`src/rtl/bpc_pkg.sv`:
```
// Shared types and constants for the button press classifier.
package bpc_pkg;

   localparam int unsigned CFG_ADDR_W = 5;
   localparam int unsigned CFG_DATA_W = 32;
   localparam int unsigned CFG_REG_W  = 16;
   localparam int unsigned TIME_W     = 32;
   localparam int unsigned CODE_W     = 3;
   localparam int unsigned REQ_DATA_W = 40;
   localparam int unsigned RSP_DATA_W = 72;

   localparam logic [2:0] REG_DEBOUNCE     = 3'd0;
   localparam logic [2:0] REG_SETTLE       = 3'd1;
   localparam logic [2:0] REG_LONG         = 3'd2;
   localparam logic [2:0] REG_SHORT_MAX    = 3'd3;
   localparam logic [2:0] REG_REBOOT_DELAY = 3'd4;
   localparam logic [2:0] REG_MAX_GAP      = 3'd5;

   localparam logic [CFG_REG_W-1:0] DEBOUNCE_RST     = 16'd50;
   localparam logic [CFG_REG_W-1:0] SETTLE_RST       = 16'd100;
   localparam logic [CFG_REG_W-1:0] LONG_RST         = 16'd8000;
   localparam logic [CFG_REG_W-1:0] SHORT_MAX_RST    = 16'd2000;
   localparam logic [CFG_REG_W-1:0] REBOOT_DELAY_RST = 16'd500;
   localparam logic [CFG_REG_W-1:0] MAX_GAP_RST      = 16'd100;

   typedef enum logic [CODE_W-1:0] {
      EV_NONE    = 3'd0,
      EV_ARMED   = 3'd1,
      EV_CANCEL  = 3'd2,
      EV_UNSURE  = 3'd3,
      EV_DROPPED = 3'd4,
      EV_BOOTREL = 3'd5,
      EV_REBOOT  = 3'd6,
      EV_UNPAIR  = 3'd7
   } event_type;

   typedef struct packed {
      logic [6:0]        pad;
      logic [TIME_W-1:0] now_ms;
      logic              pin_low;
   } req_data_type;

   typedef struct packed {
      logic [1:0]        pad;
      logic [TIME_W-1:0] press_gap_ms;
      logic [TIME_W-1:0] press_duration_ms;
      logic [CODE_W-1:0] phase_now;
      logic [CODE_W-1:0] event_code;
   } rsp_data_type;

endpackage

```
`src/rtl/button_press_classifier.sv`:
```
// Button press classifier: debounce, press timing and event decision per pin poll.
//
// Usage: each request on req_* is one poll of the button pin (pin_low, now_ms).
// Every request yields exactly one response on rsp_* carrying the event code,
// the phase after the poll, and the duration and largest poll gap of the last
// completed press. The first poll after reset only initializes the block
// (Locked if the pin is held, Idle otherwise) and reports no event.
// rsp_tvalid is set in the cycle after a request is accepted. Throughput is
// one request per cycle unless the receiver stalls: the whole update is one
// pass of subtract/compare logic between the state registers and the response
// register. req_tready is high whenever the response register is empty or is
// being taken in the same cycle, so a stalled receiver holds the response and
// blocks new requests only while it stalls.
// Reset (synchronous, active high) clears all press state, empties the
// response register and restores the default thresholds; csr_pready is always
// high. Thresholds are written over the csr_* port (registers at byte
// addresses 0,4,..,20) by the user only while the block is idle (not enforced).
module button_press_classifier (
   input  logic                            clock,
   input  logic                            reset,
   input  logic                            req_tvalid,
   output logic                            req_tready,
   input  logic [bpc_pkg::REQ_DATA_W-1:0]  req_tdata,   // pin_low, now_ms[31:0], zero pad
   output logic                            rsp_tvalid,
   input  logic                            rsp_tready,
   output logic [bpc_pkg::RSP_DATA_W-1:0]  rsp_tdata,   // event_code[2:0], phase_now[2:0],
                                                        // press_duration_ms, press_gap_ms, pad
   input  logic                            csr_psel,
   input  logic                            csr_penable,
   input  logic                            csr_pwrite,
   input  logic [bpc_pkg::CFG_ADDR_W-1:0]  csr_paddr,
   input  logic [bpc_pkg::CFG_DATA_W-1:0]  csr_pwdata,
   output logic [bpc_pkg::CFG_DATA_W-1:0]  csr_prdata,
   output logic                            csr_pready
);

   typedef enum logic [bpc_pkg::CODE_W-1:0] {
      PH_IDLE   = 3'd0,
      PH_HELD   = 3'd1,
      PH_ARMED  = 3'd2,
      PH_REBOOT = 3'd3,
      PH_UNPAIR = 3'd4,
      PH_LOCKED = 3'd5
   } phase_type;

   localparam int unsigned TW = bpc_pkg::TIME_W;
   localparam int unsigned RW = bpc_pkg::CFG_REG_W;

   // configuration
   logic [RW-1:0] debounce_ff, settle_ff, long_ff, short_max_ff, reboot_delay_ff, max_gap_ff;
   logic          csr_write;
   logic [2:0]    csr_index;

   // press state
   logic          started_ff, started_in;
   logic          raw_ff, raw_in;
   logic          stable_ff, stable_in;
   logic          high_valid_ff, high_valid_in;
   logic [TW-1:0] last_time_ff, last_time_in;
   logic [TW-1:0] raw_edge_ff, raw_edge_in;
   logic [TW-1:0] high_start_ff, high_start_in;
   logic [TW-1:0] press_start_ff, press_start_in;
   logic [TW-1:0] edge_gap_ff, edge_gap_in;
   logic [TW-1:0] run_gap_ff, run_gap_in;
   logic [TW-1:0] start_gap_ff, start_gap_in;
   logic [TW-1:0] hold_gap_ff, hold_gap_in;
   phase_type     phase_ff, phase_in;
   logic [TW-1:0] phase_time_ff, phase_time_in;
   logic [TW-1:0] last_press_ff, last_press_in;
   logic [TW-1:0] last_gap_ff, last_gap_in;

   // response register
   logic                   rsp_valid_ff;
   bpc_pkg::rsp_data_type  rsp_data_ff;
   bpc_pkg::event_type     event_in;

   bpc_pkg::req_data_type  req;
   logic                   accept;
   logic [TW-1:0]          now, gap, max_gap_w, arm_at;
   logic                   low, settled, debounced;

   assign req        = bpc_pkg::req_data_type'(req_tdata);
   assign now        = req.now_ms;
   assign low        = req.pin_low;
   assign req_tready = !rsp_valid_ff || rsp_tready;
   assign accept     = req_tvalid && req_tready;
   assign rsp_tvalid = rsp_valid_ff;
   assign rsp_tdata  = rsp_data_ff;
   assign max_gap_w  = {{(TW-RW){1'b0}}, max_gap_ff};
   assign arm_at     = {{(TW-RW){1'b0}}, (long_ff != '0) ? (long_ff - 1'b1) : long_ff};

   always_comb begin
      started_in     = started_ff;
      raw_in         = raw_ff;
      stable_in      = stable_ff;
      high_valid_in  = high_valid_ff;
      last_time_in   = last_time_ff;
      raw_edge_in    = raw_edge_ff;
      high_start_in  = high_start_ff;
      press_start_in = press_start_ff;
      edge_gap_in    = edge_gap_ff;
      run_gap_in     = run_gap_ff;
      start_gap_in   = start_gap_ff;
      hold_gap_in    = hold_gap_ff;
      phase_in       = phase_ff;
      phase_time_in  = phase_time_ff;
      last_press_in  = last_press_ff;
      last_gap_in    = last_gap_ff;
      event_in       = bpc_pkg::EV_NONE;
      gap            = now - last_time_ff;
      settled        = 1'b0;
      debounced      = 1'b0;

      if (!started_ff) begin
         started_in     = 1'b1;
         raw_in         = low;
         stable_in      = low;
         high_valid_in  = !low;
         last_time_in   = now;
         raw_edge_in    = now;
         high_start_in  = now;
         press_start_in = now;
         edge_gap_in    = '0;
         run_gap_in     = '0;
         start_gap_in   = '0;
         hold_gap_in    = '0;
         phase_in       = low ? PH_LOCKED : PH_IDLE;
         phase_time_in  = now;
      end else begin
         last_time_in = now;
         if (low != raw_ff) begin
            raw_in      = low;
            raw_edge_in = now;
            edge_gap_in = gap;
            run_gap_in  = '0;
         end else if (gap > run_gap_ff) begin
            run_gap_in = gap;
         end
         if (stable_ff && gap > hold_gap_ff) begin
            hold_gap_in = gap;
         end
         if (low) begin
            high_valid_in = 1'b0;
         end else if (!high_valid_ff || gap > max_gap_w) begin
            high_valid_in = 1'b1;
            high_start_in = now;
         end

         debounced = (raw_in != stable_ff) &&
                     ((now - raw_edge_in) >= {{(TW-RW){1'b0}}, debounce_ff});
         settled   = high_valid_in &&
                     ((now - high_start_in) >= {{(TW-RW){1'b0}}, settle_ff});

         if (debounced) begin
            stable_in = raw_in;
            if (raw_in) begin
               // press
               press_start_in = raw_edge_in;
               start_gap_in   = edge_gap_in;
               hold_gap_in    = run_gap_in;
               phase_in       = PH_HELD;
               phase_time_in  = now;
               if (phase_ff == PH_REBOOT || phase_ff == PH_UNPAIR) begin
                  event_in = bpc_pkg::EV_DROPPED;
               end
            end else begin
               // release
               last_press_in = raw_edge_in - press_start_ff;
               last_gap_in   = (start_gap_ff > hold_gap_in) ? start_gap_ff : hold_gap_in;
               phase_time_in = now;
               if (phase_ff == PH_LOCKED) begin
                  phase_in = PH_IDLE;
                  event_in = bpc_pkg::EV_BOOTREL;
               end else if (phase_ff == PH_ARMED) begin
                  phase_in = PH_UNPAIR;
               end else if (last_gap_in > max_gap_w) begin
                  phase_in = PH_IDLE;
                  event_in = bpc_pkg::EV_UNSURE;
               end else if (last_press_in < {{(TW-RW){1'b0}}, short_max_ff}) begin
                  phase_in = PH_REBOOT;
               end else begin
                  phase_in = PH_IDLE;
                  event_in = bpc_pkg::EV_CANCEL;
               end
            end
         end else begin
            case (phase_ff)
               PH_HELD: begin
                  if (raw_in && hold_gap_in <= max_gap_w &&
                      (now - press_start_ff) >= arm_at) begin
                     phase_in      = PH_ARMED;
                     phase_time_in = now;
                     event_in      = bpc_pkg::EV_ARMED;
                  end
               end
               PH_REBOOT: begin
                  if (settled &&
                      (now - phase_time_ff) >= {{(TW-RW){1'b0}}, reboot_delay_ff}) begin
                     phase_in      = PH_IDLE;
                     phase_time_in = now;
                     event_in      = bpc_pkg::EV_REBOOT;
                  end
               end
               PH_UNPAIR: begin
                  if (settled) begin
                     phase_in      = PH_IDLE;
                     phase_time_in = now;
                     event_in      = bpc_pkg::EV_UNPAIR;
                  end
               end
               default: begin
               end
            endcase
         end
      end
   end

   always_ff @(posedge clock) begin
      if (reset) begin
         started_ff     <= 1'b0;
         raw_ff         <= 1'b0;
         stable_ff      <= 1'b0;
         high_valid_ff  <= 1'b0;
         last_time_ff   <= '0;
         raw_edge_ff    <= '0;
         high_start_ff  <= '0;
         press_start_ff <= '0;
         edge_gap_ff    <= '0;
         run_gap_ff     <= '0;
         start_gap_ff   <= '0;
         hold_gap_ff    <= '0;
         phase_ff       <= PH_IDLE;
         phase_time_ff  <= '0;
         last_press_ff  <= '0;
         last_gap_ff    <= '0;
      end else if (accept) begin
         started_ff     <= started_in;
         raw_ff         <= raw_in;
         stable_ff      <= stable_in;
         high_valid_ff  <= high_valid_in;
         last_time_ff   <= last_time_in;
         raw_edge_ff    <= raw_edge_in;
         high_start_ff  <= high_start_in;
         press_start_ff <= press_start_in;
         edge_gap_ff    <= edge_gap_in;
         run_gap_ff     <= run_gap_in;
         start_gap_ff   <= start_gap_in;
         hold_gap_ff    <= hold_gap_in;
         phase_ff       <= phase_in;
         phase_time_ff  <= phase_time_in;
         last_press_ff  <= last_press_in;
         last_gap_ff    <= last_gap_in;
      end
   end

   always_ff @(posedge clock) begin
      if (reset) begin
         rsp_valid_ff <= 1'b0;
      end else if (accept) begin
         rsp_valid_ff <= 1'b1;
      end else if (rsp_tready) begin
         rsp_valid_ff <= 1'b0;
      end
   end

   always_ff @(posedge clock) begin
      if (accept) begin
         rsp_data_ff.pad               <= '0;
         rsp_data_ff.event_code        <= event_in;
         rsp_data_ff.phase_now         <= phase_in;
         rsp_data_ff.press_duration_ms <= last_press_in;
         rsp_data_ff.press_gap_ms      <= last_gap_in;
      end
   end

   // configuration registers
   assign csr_pready = 1'b1;
   assign csr_write  = csr_psel && csr_penable && csr_pwrite;
   assign csr_index  = csr_paddr[4:2];

   always_ff @(posedge clock) begin
      if (reset) begin
         debounce_ff     <= bpc_pkg::DEBOUNCE_RST;
         settle_ff       <= bpc_pkg::SETTLE_RST;
         long_ff         <= bpc_pkg::LONG_RST;
         short_max_ff    <= bpc_pkg::SHORT_MAX_RST;
         reboot_delay_ff <= bpc_pkg::REBOOT_DELAY_RST;
         max_gap_ff      <= bpc_pkg::MAX_GAP_RST;
      end else if (csr_write) begin
         case (csr_index)
            bpc_pkg::REG_DEBOUNCE:     debounce_ff     <= csr_pwdata[RW-1:0];
            bpc_pkg::REG_SETTLE:       settle_ff       <= csr_pwdata[RW-1:0];
            bpc_pkg::REG_LONG:         long_ff         <= csr_pwdata[RW-1:0];
            bpc_pkg::REG_SHORT_MAX:    short_max_ff    <= csr_pwdata[RW-1:0];
            bpc_pkg::REG_REBOOT_DELAY: reboot_delay_ff <= csr_pwdata[RW-1:0];
            bpc_pkg::REG_MAX_GAP:      max_gap_ff      <= csr_pwdata[RW-1:0];
            default: begin
            end
         endcase
      end
   end

   always_comb begin
      case (csr_index)
         bpc_pkg::REG_DEBOUNCE:     csr_prdata = {16'd0, debounce_ff};
         bpc_pkg::REG_SETTLE:       csr_prdata = {16'd0, settle_ff};
         bpc_pkg::REG_LONG:         csr_prdata = {16'd0, long_ff};
         bpc_pkg::REG_SHORT_MAX:    csr_prdata = {16'd0, short_max_ff};
         bpc_pkg::REG_REBOOT_DELAY: csr_prdata = {16'd0, reboot_delay_ff};
         bpc_pkg::REG_MAX_GAP:      csr_prdata = {16'd0, max_gap_ff};
         default:                   csr_prdata = '0;
      endcase
   end

   // checks
   a_rsp_follows_req: assert property (@(posedge clock) disable iff (reset)
      accept |=> rsp_tvalid)
      else $error("accepted request produced no response");

   a_idle_before_start: assert property (@(posedge clock) disable iff (reset)
      !started_ff |-> (phase_ff == PH_IDLE))
      else $error("phase left idle before first poll");

   a_armed_event_phase: assert property (@(posedge clock) disable iff (reset)
      (rsp_tvalid && rsp_data_ff.event_code == bpc_pkg::EV_ARMED)
         |-> (rsp_data_ff.phase_now == PH_ARMED))
      else $error("armed event without armed phase");

   a_final_event_idle: assert property (@(posedge clock) disable iff (reset)
      (rsp_tvalid && (rsp_data_ff.event_code == bpc_pkg::EV_REBOOT ||
                      rsp_data_ff.event_code == bpc_pkg::EV_UNPAIR ||
                      rsp_data_ff.event_code == bpc_pkg::EV_CANCEL ||
                      rsp_data_ff.event_code == bpc_pkg::EV_UNSURE ||
                      rsp_data_ff.event_code == bpc_pkg::EV_BOOTREL))
         |-> (rsp_data_ff.phase_now == PH_IDLE))
      else $error("terminal event did not return to idle");

   a_first_poll_quiet: assert property (@(posedge clock) disable iff (reset)
      (accept && !started_ff) |=> (rsp_data_ff.event_code == bpc_pkg::EV_NONE))
      else $error("event reported on first poll");

endmodule
```
`config.mk`:
```
export PLATFORM = sky130hd
export DESIGN_NAME = button_press_classifier
export DESIGN_NICKNAME = d
export VERILOG_FILES = /design/src/rtl/bpc_pkg.sv /design/src/rtl/button_press_classifier.sv
export SDC_FILE = /design/constraint.sdc
export NUM_CORES = 2
export LEC_CHECK = 0
export BUFFER_PORTS_ARGS = -buffer_cell sky130_fd_sc_hd__buf_2
export CAP_MARGIN = 30
export CORE_MARGIN = 2
export CORE_UTILIZATION = 45
export CTS_BUF_LIST = sky130_fd_sc_hd__clkbuf_4 sky130_fd_sc_hd__clkbuf_8
export DETAILED_ROUTE_END_ITERATION = 10
export PLACE_DENSITY = 0.65
export SYNTH_ARGS = -nofsm -noshare
export SYNTH_HDL_FRONTEND = slang
export SYNTH_SLANG_ARGS = --single-unit
export TNS_END_PERCENT = 20
```
`constraint.sdc`:
```
create_clock -name clock -period 11.8 [get_ports clock]
set_input_delay 0 -clock clock [delete_from_list [all_inputs] [get_ports clock]]
set_output_delay 0 -clock clock [all_outputs]
set_load 0.005 [all_outputs]
```
==> flow_metrics.env <==
export IMPL_status="completed"
export IMPL_ir_drop_uv=124
export IMPL_die_area_um2=92100
export IMPL_syn_area_um2=40300
export IMPL_cts_sinks=526
export IMPL_drtPass1Iterations=6
export IMPL_holdWs_ns=0.0632
export IMPL_finalSetupTns_ns=0
export IMPL_clock_skew_ns=0.0753
export IMPL_report_final_slew_viol_count=0
export IMPL_mostFrequentLayoutCell="nand2_1"
export IMPL_dpl_cell_area_um2=42300
export IMPL_critPathRequiredTime_ns=12.48
export IMPL_mostFrequentLayoutCells="nand2_1 (641), a21oi_1 (618), nor2_1 (471), dfxtp_1 (455), ha_1 (411)"
export IMPL_clock_path_buffers=3
export IMPL_clk_latency_ns=0.81
export IMPL_syn_inst=5168
export IMPL_die_y_um=303
export IMPL_drc=0
export IMPL_antenna_found_initial=12
export IMPL_die_width_um=303
export IMPL_setup_ws_ns=1.31
export IMPL_area_growth_pct=12.2
export IMPL_hold_violations=0
export IMPL_min_path_type="input pin to flop"
export IMPL_grt_pass1_wl_um=219000
export IMPL_path_common_cell="ha_1"
export IMPL_slowest_delay_ns=0.75
export IMPL_rsz0062_at_grt="false"
export IMPL_coreArea_um2=88600
export IMPL_critPathSlowestCell="a21o_2"
export IMPL_ys_seq_area_share_pct=27.8
export IMPL_finalWeightedCongestion=1.00
export IMPL_start_util_pct=45.5
export IMPL_cts_buffers=100
export IMPL_fmax_mhz=95.3
export IMPL_cts_root_buf="clkbuf_8"
export IMPL_pre_cts_ws_ns=1.52
export IMPL_wire_per_inst_um=22.4
export IMPL_synth_top_flop_cell="dfxtp_1"
export IMPL_ff_latch_area_um2=11200
export IMPL_crit_path_end_kind="flop"
export IMPL_drt_wl_total_um=147000
export IMPL_multi_input_area_um2=26700
export IMPL_cts_max_level=3
export IMPL_layout_nets=5819
export IMPL_path_class="flop to flop"
export IMPL_ys_warn_count=0
export IMPL_synth_edf_count=70
export IMPL_relSlewSlack_pct=29.3
export IMPL_rrSetupSlack_ns=1.31
export IMPL_min_period_ns=10.49
export IMPL_place_hpwl_um=111000
export IMPL_globalRouteOverflowTotal=0
export IMPL_grt_pass1_vias=36300
export IMPL_clk_pin_slew_ns=0.06
export IMPL_final_cell_area_um2=45300
export IMPL_syn_avg_cell_area_um2=7.81
export IMPL_grt_max_degree=167
export IMPL_p_leak_nw=18.7
export IMPL_fill_cells=8607
export IMPL_period_share_pct=88.9
export IMPL_setup_viol=0
export IMPL_drtIter0Drc=3487
export IMPL_ys_types=99
export IMPL_gr_usage_all_layers_pct=31.2
export IMPL_tightest_slew_ns=1.05
export IMPL_cts_resized=0
export IMPL_viasPerCell=5.97
export IMPL_drive_gt1_share_pct=10.8
export IMPL_maxCapViolations=0
export IMPL_fin_util_pct=51.1
export IMPL_startpoint_type="flop"
export IMPL_port_buffers=146
export IMPL_rows=109
export IMPL_io_pins=191
export IMPL_dr_total_vias=39200
export IMPL_synth_seq_cells=526
export IMPL_cp_data_arrival_time_ns=11.17
export IMPL_p_per_area_nw_per_um2=150
export IMPL_antenna_left=0
export IMPL_async_flop_share_pct=0
export IMPL_cp_max_fo=32
export IMPL_cts_tree="built"
what timing repair did:
item / 4_1_cts / 5_1_grt
buffers inserted: 0 / 0
setup endpoints to repair: 0 / 0
hold endpoints to repair: 272 / 0
hold buffers: 57 / 0
per-layer routing:
| metal | global-route usage (%) | wire [um] | up-vias |
|---|---|---|---|
| met4 | 15.7 | 7920 | 8 |
| met5 | 0 | 55 | - |
| met1 | 39.8 | 60900 | 18600 |
| met2 | 50.4 | 66400 | 1458 |
| met3 | 5.55 | 11600 | 334 |
| li1 | - | - | 18800 |
logic make-up after synthesis:
logic type	after synthesis	share of synthesized area [%]
and+or+nand+nor	1706	19.4
DFF	526	27.8
AOI/OAI and AO/OA	1433	22.4
adders and majority gates	418	13.1
muxes	305	7.87
other	2	0.0186
buffers and inverters	633	6.26
xor gates and xnor gates	145	3.15
stage by stage:
step / total power, mW / cells
finish: 6.79 / 6566
global route: 7.16 / 6564
CTS: 6.77 / 6559
detailed placement: 4.64 / 6322
global placement: 4.61 / 6320
floorplan: 3.79 / 5185
cells in the mapped netlist (32+ instances only):
cell      number  area share [%]
mux2_2        97             2.7
mux2i_1      208             5.2
o21ai_0      188             2.3
nand4_1       85             1.3
a21o_1       116             2.2
nand3_1      100             1.2
inv_1        358             3.3
a22oi_1       84             1.6
nand2b_1      93             1.4
xor2_1        57             1.2
a21oi_1      619             7.7
nor3_1        95             1.2
o21a_1        43            0.80
ha_1         412              13
o211ai_1      40            0.74
xnor2_1       88             1.9
dfxtp_1      456              23
nor2_1       473             4.4
nand2_1      644             6.0
a211oi_1      47            0.87
clkbuf_1     213             2.0
edfxtp_1      70             5.2
and3_1        32            0.50
a211o_1       39            0.85
path summary, 6_finish.rpt:
path                                   startpoint           endpoint  cells after the start
worst max-delay path              last_time_ff[0]        phase_ff[0]                     36
worst min-delay path                   rsp_tready   last_press_ff[0]                      5
worst max register to register    last_time_ff[0]        phase_ff[0]                     36
worst min register to register  last_press_ff[27]  last_press_ff[27]                      2
state kept, by name, summed over array words and instances, names as in the netlist, 3 cells and up:
signal and flops:
rsp_tdata 70, phase_time_ff 32, high_start_ff 32, max_gap_ff 16, settle_ff 16, hold_gap_ff 32, last_press_ff 32, debounce_ff 16
last_time_ff 32, last_gap_ff 32, edge_gap_ff 32, raw_edge_ff 32, phase_ff 3, run_gap_ff 32, start_gap_ff 32, reboot_delay_ff 16
press_start_ff 32, long_ff 16, short_max_ff 16
final cells by class:
cell class,count,area share (%)
Timing Repair Buffer,305,4.70
Multi-Input combinational cell,4026,59.1
Tap cell,1165,3.22
Inverter,358,2.99
Clock buffer,146,4.14
Clock inverter,34,1.03
Antenna cell,6,0.0332
Sequential cell,526,24.8
power by group:
part           switching (mW)  leakage, nW  internal, mW
Clock                   0.864         1.23          1.24
Combinational            1.68         13.1          1.02
Sequential             0.0518         4.42          1.92
worst max-delay path, delay by kind of cell (launching register included):
kind / cells / cell delay [ns]
adders and majority gates: 5 / 1.48
AOI/OAI and AO/OA: 17 / 4.40
and+or+nand+nor: 9 / 2.53
DFF: 1 / 0.31
buffers and inverters: 2 / 0.26
muxes: 2 / 0.92
xor gates and xnor gates: 1 / 0.40
No activity file was read; power rests on OpenSTA's default activity.
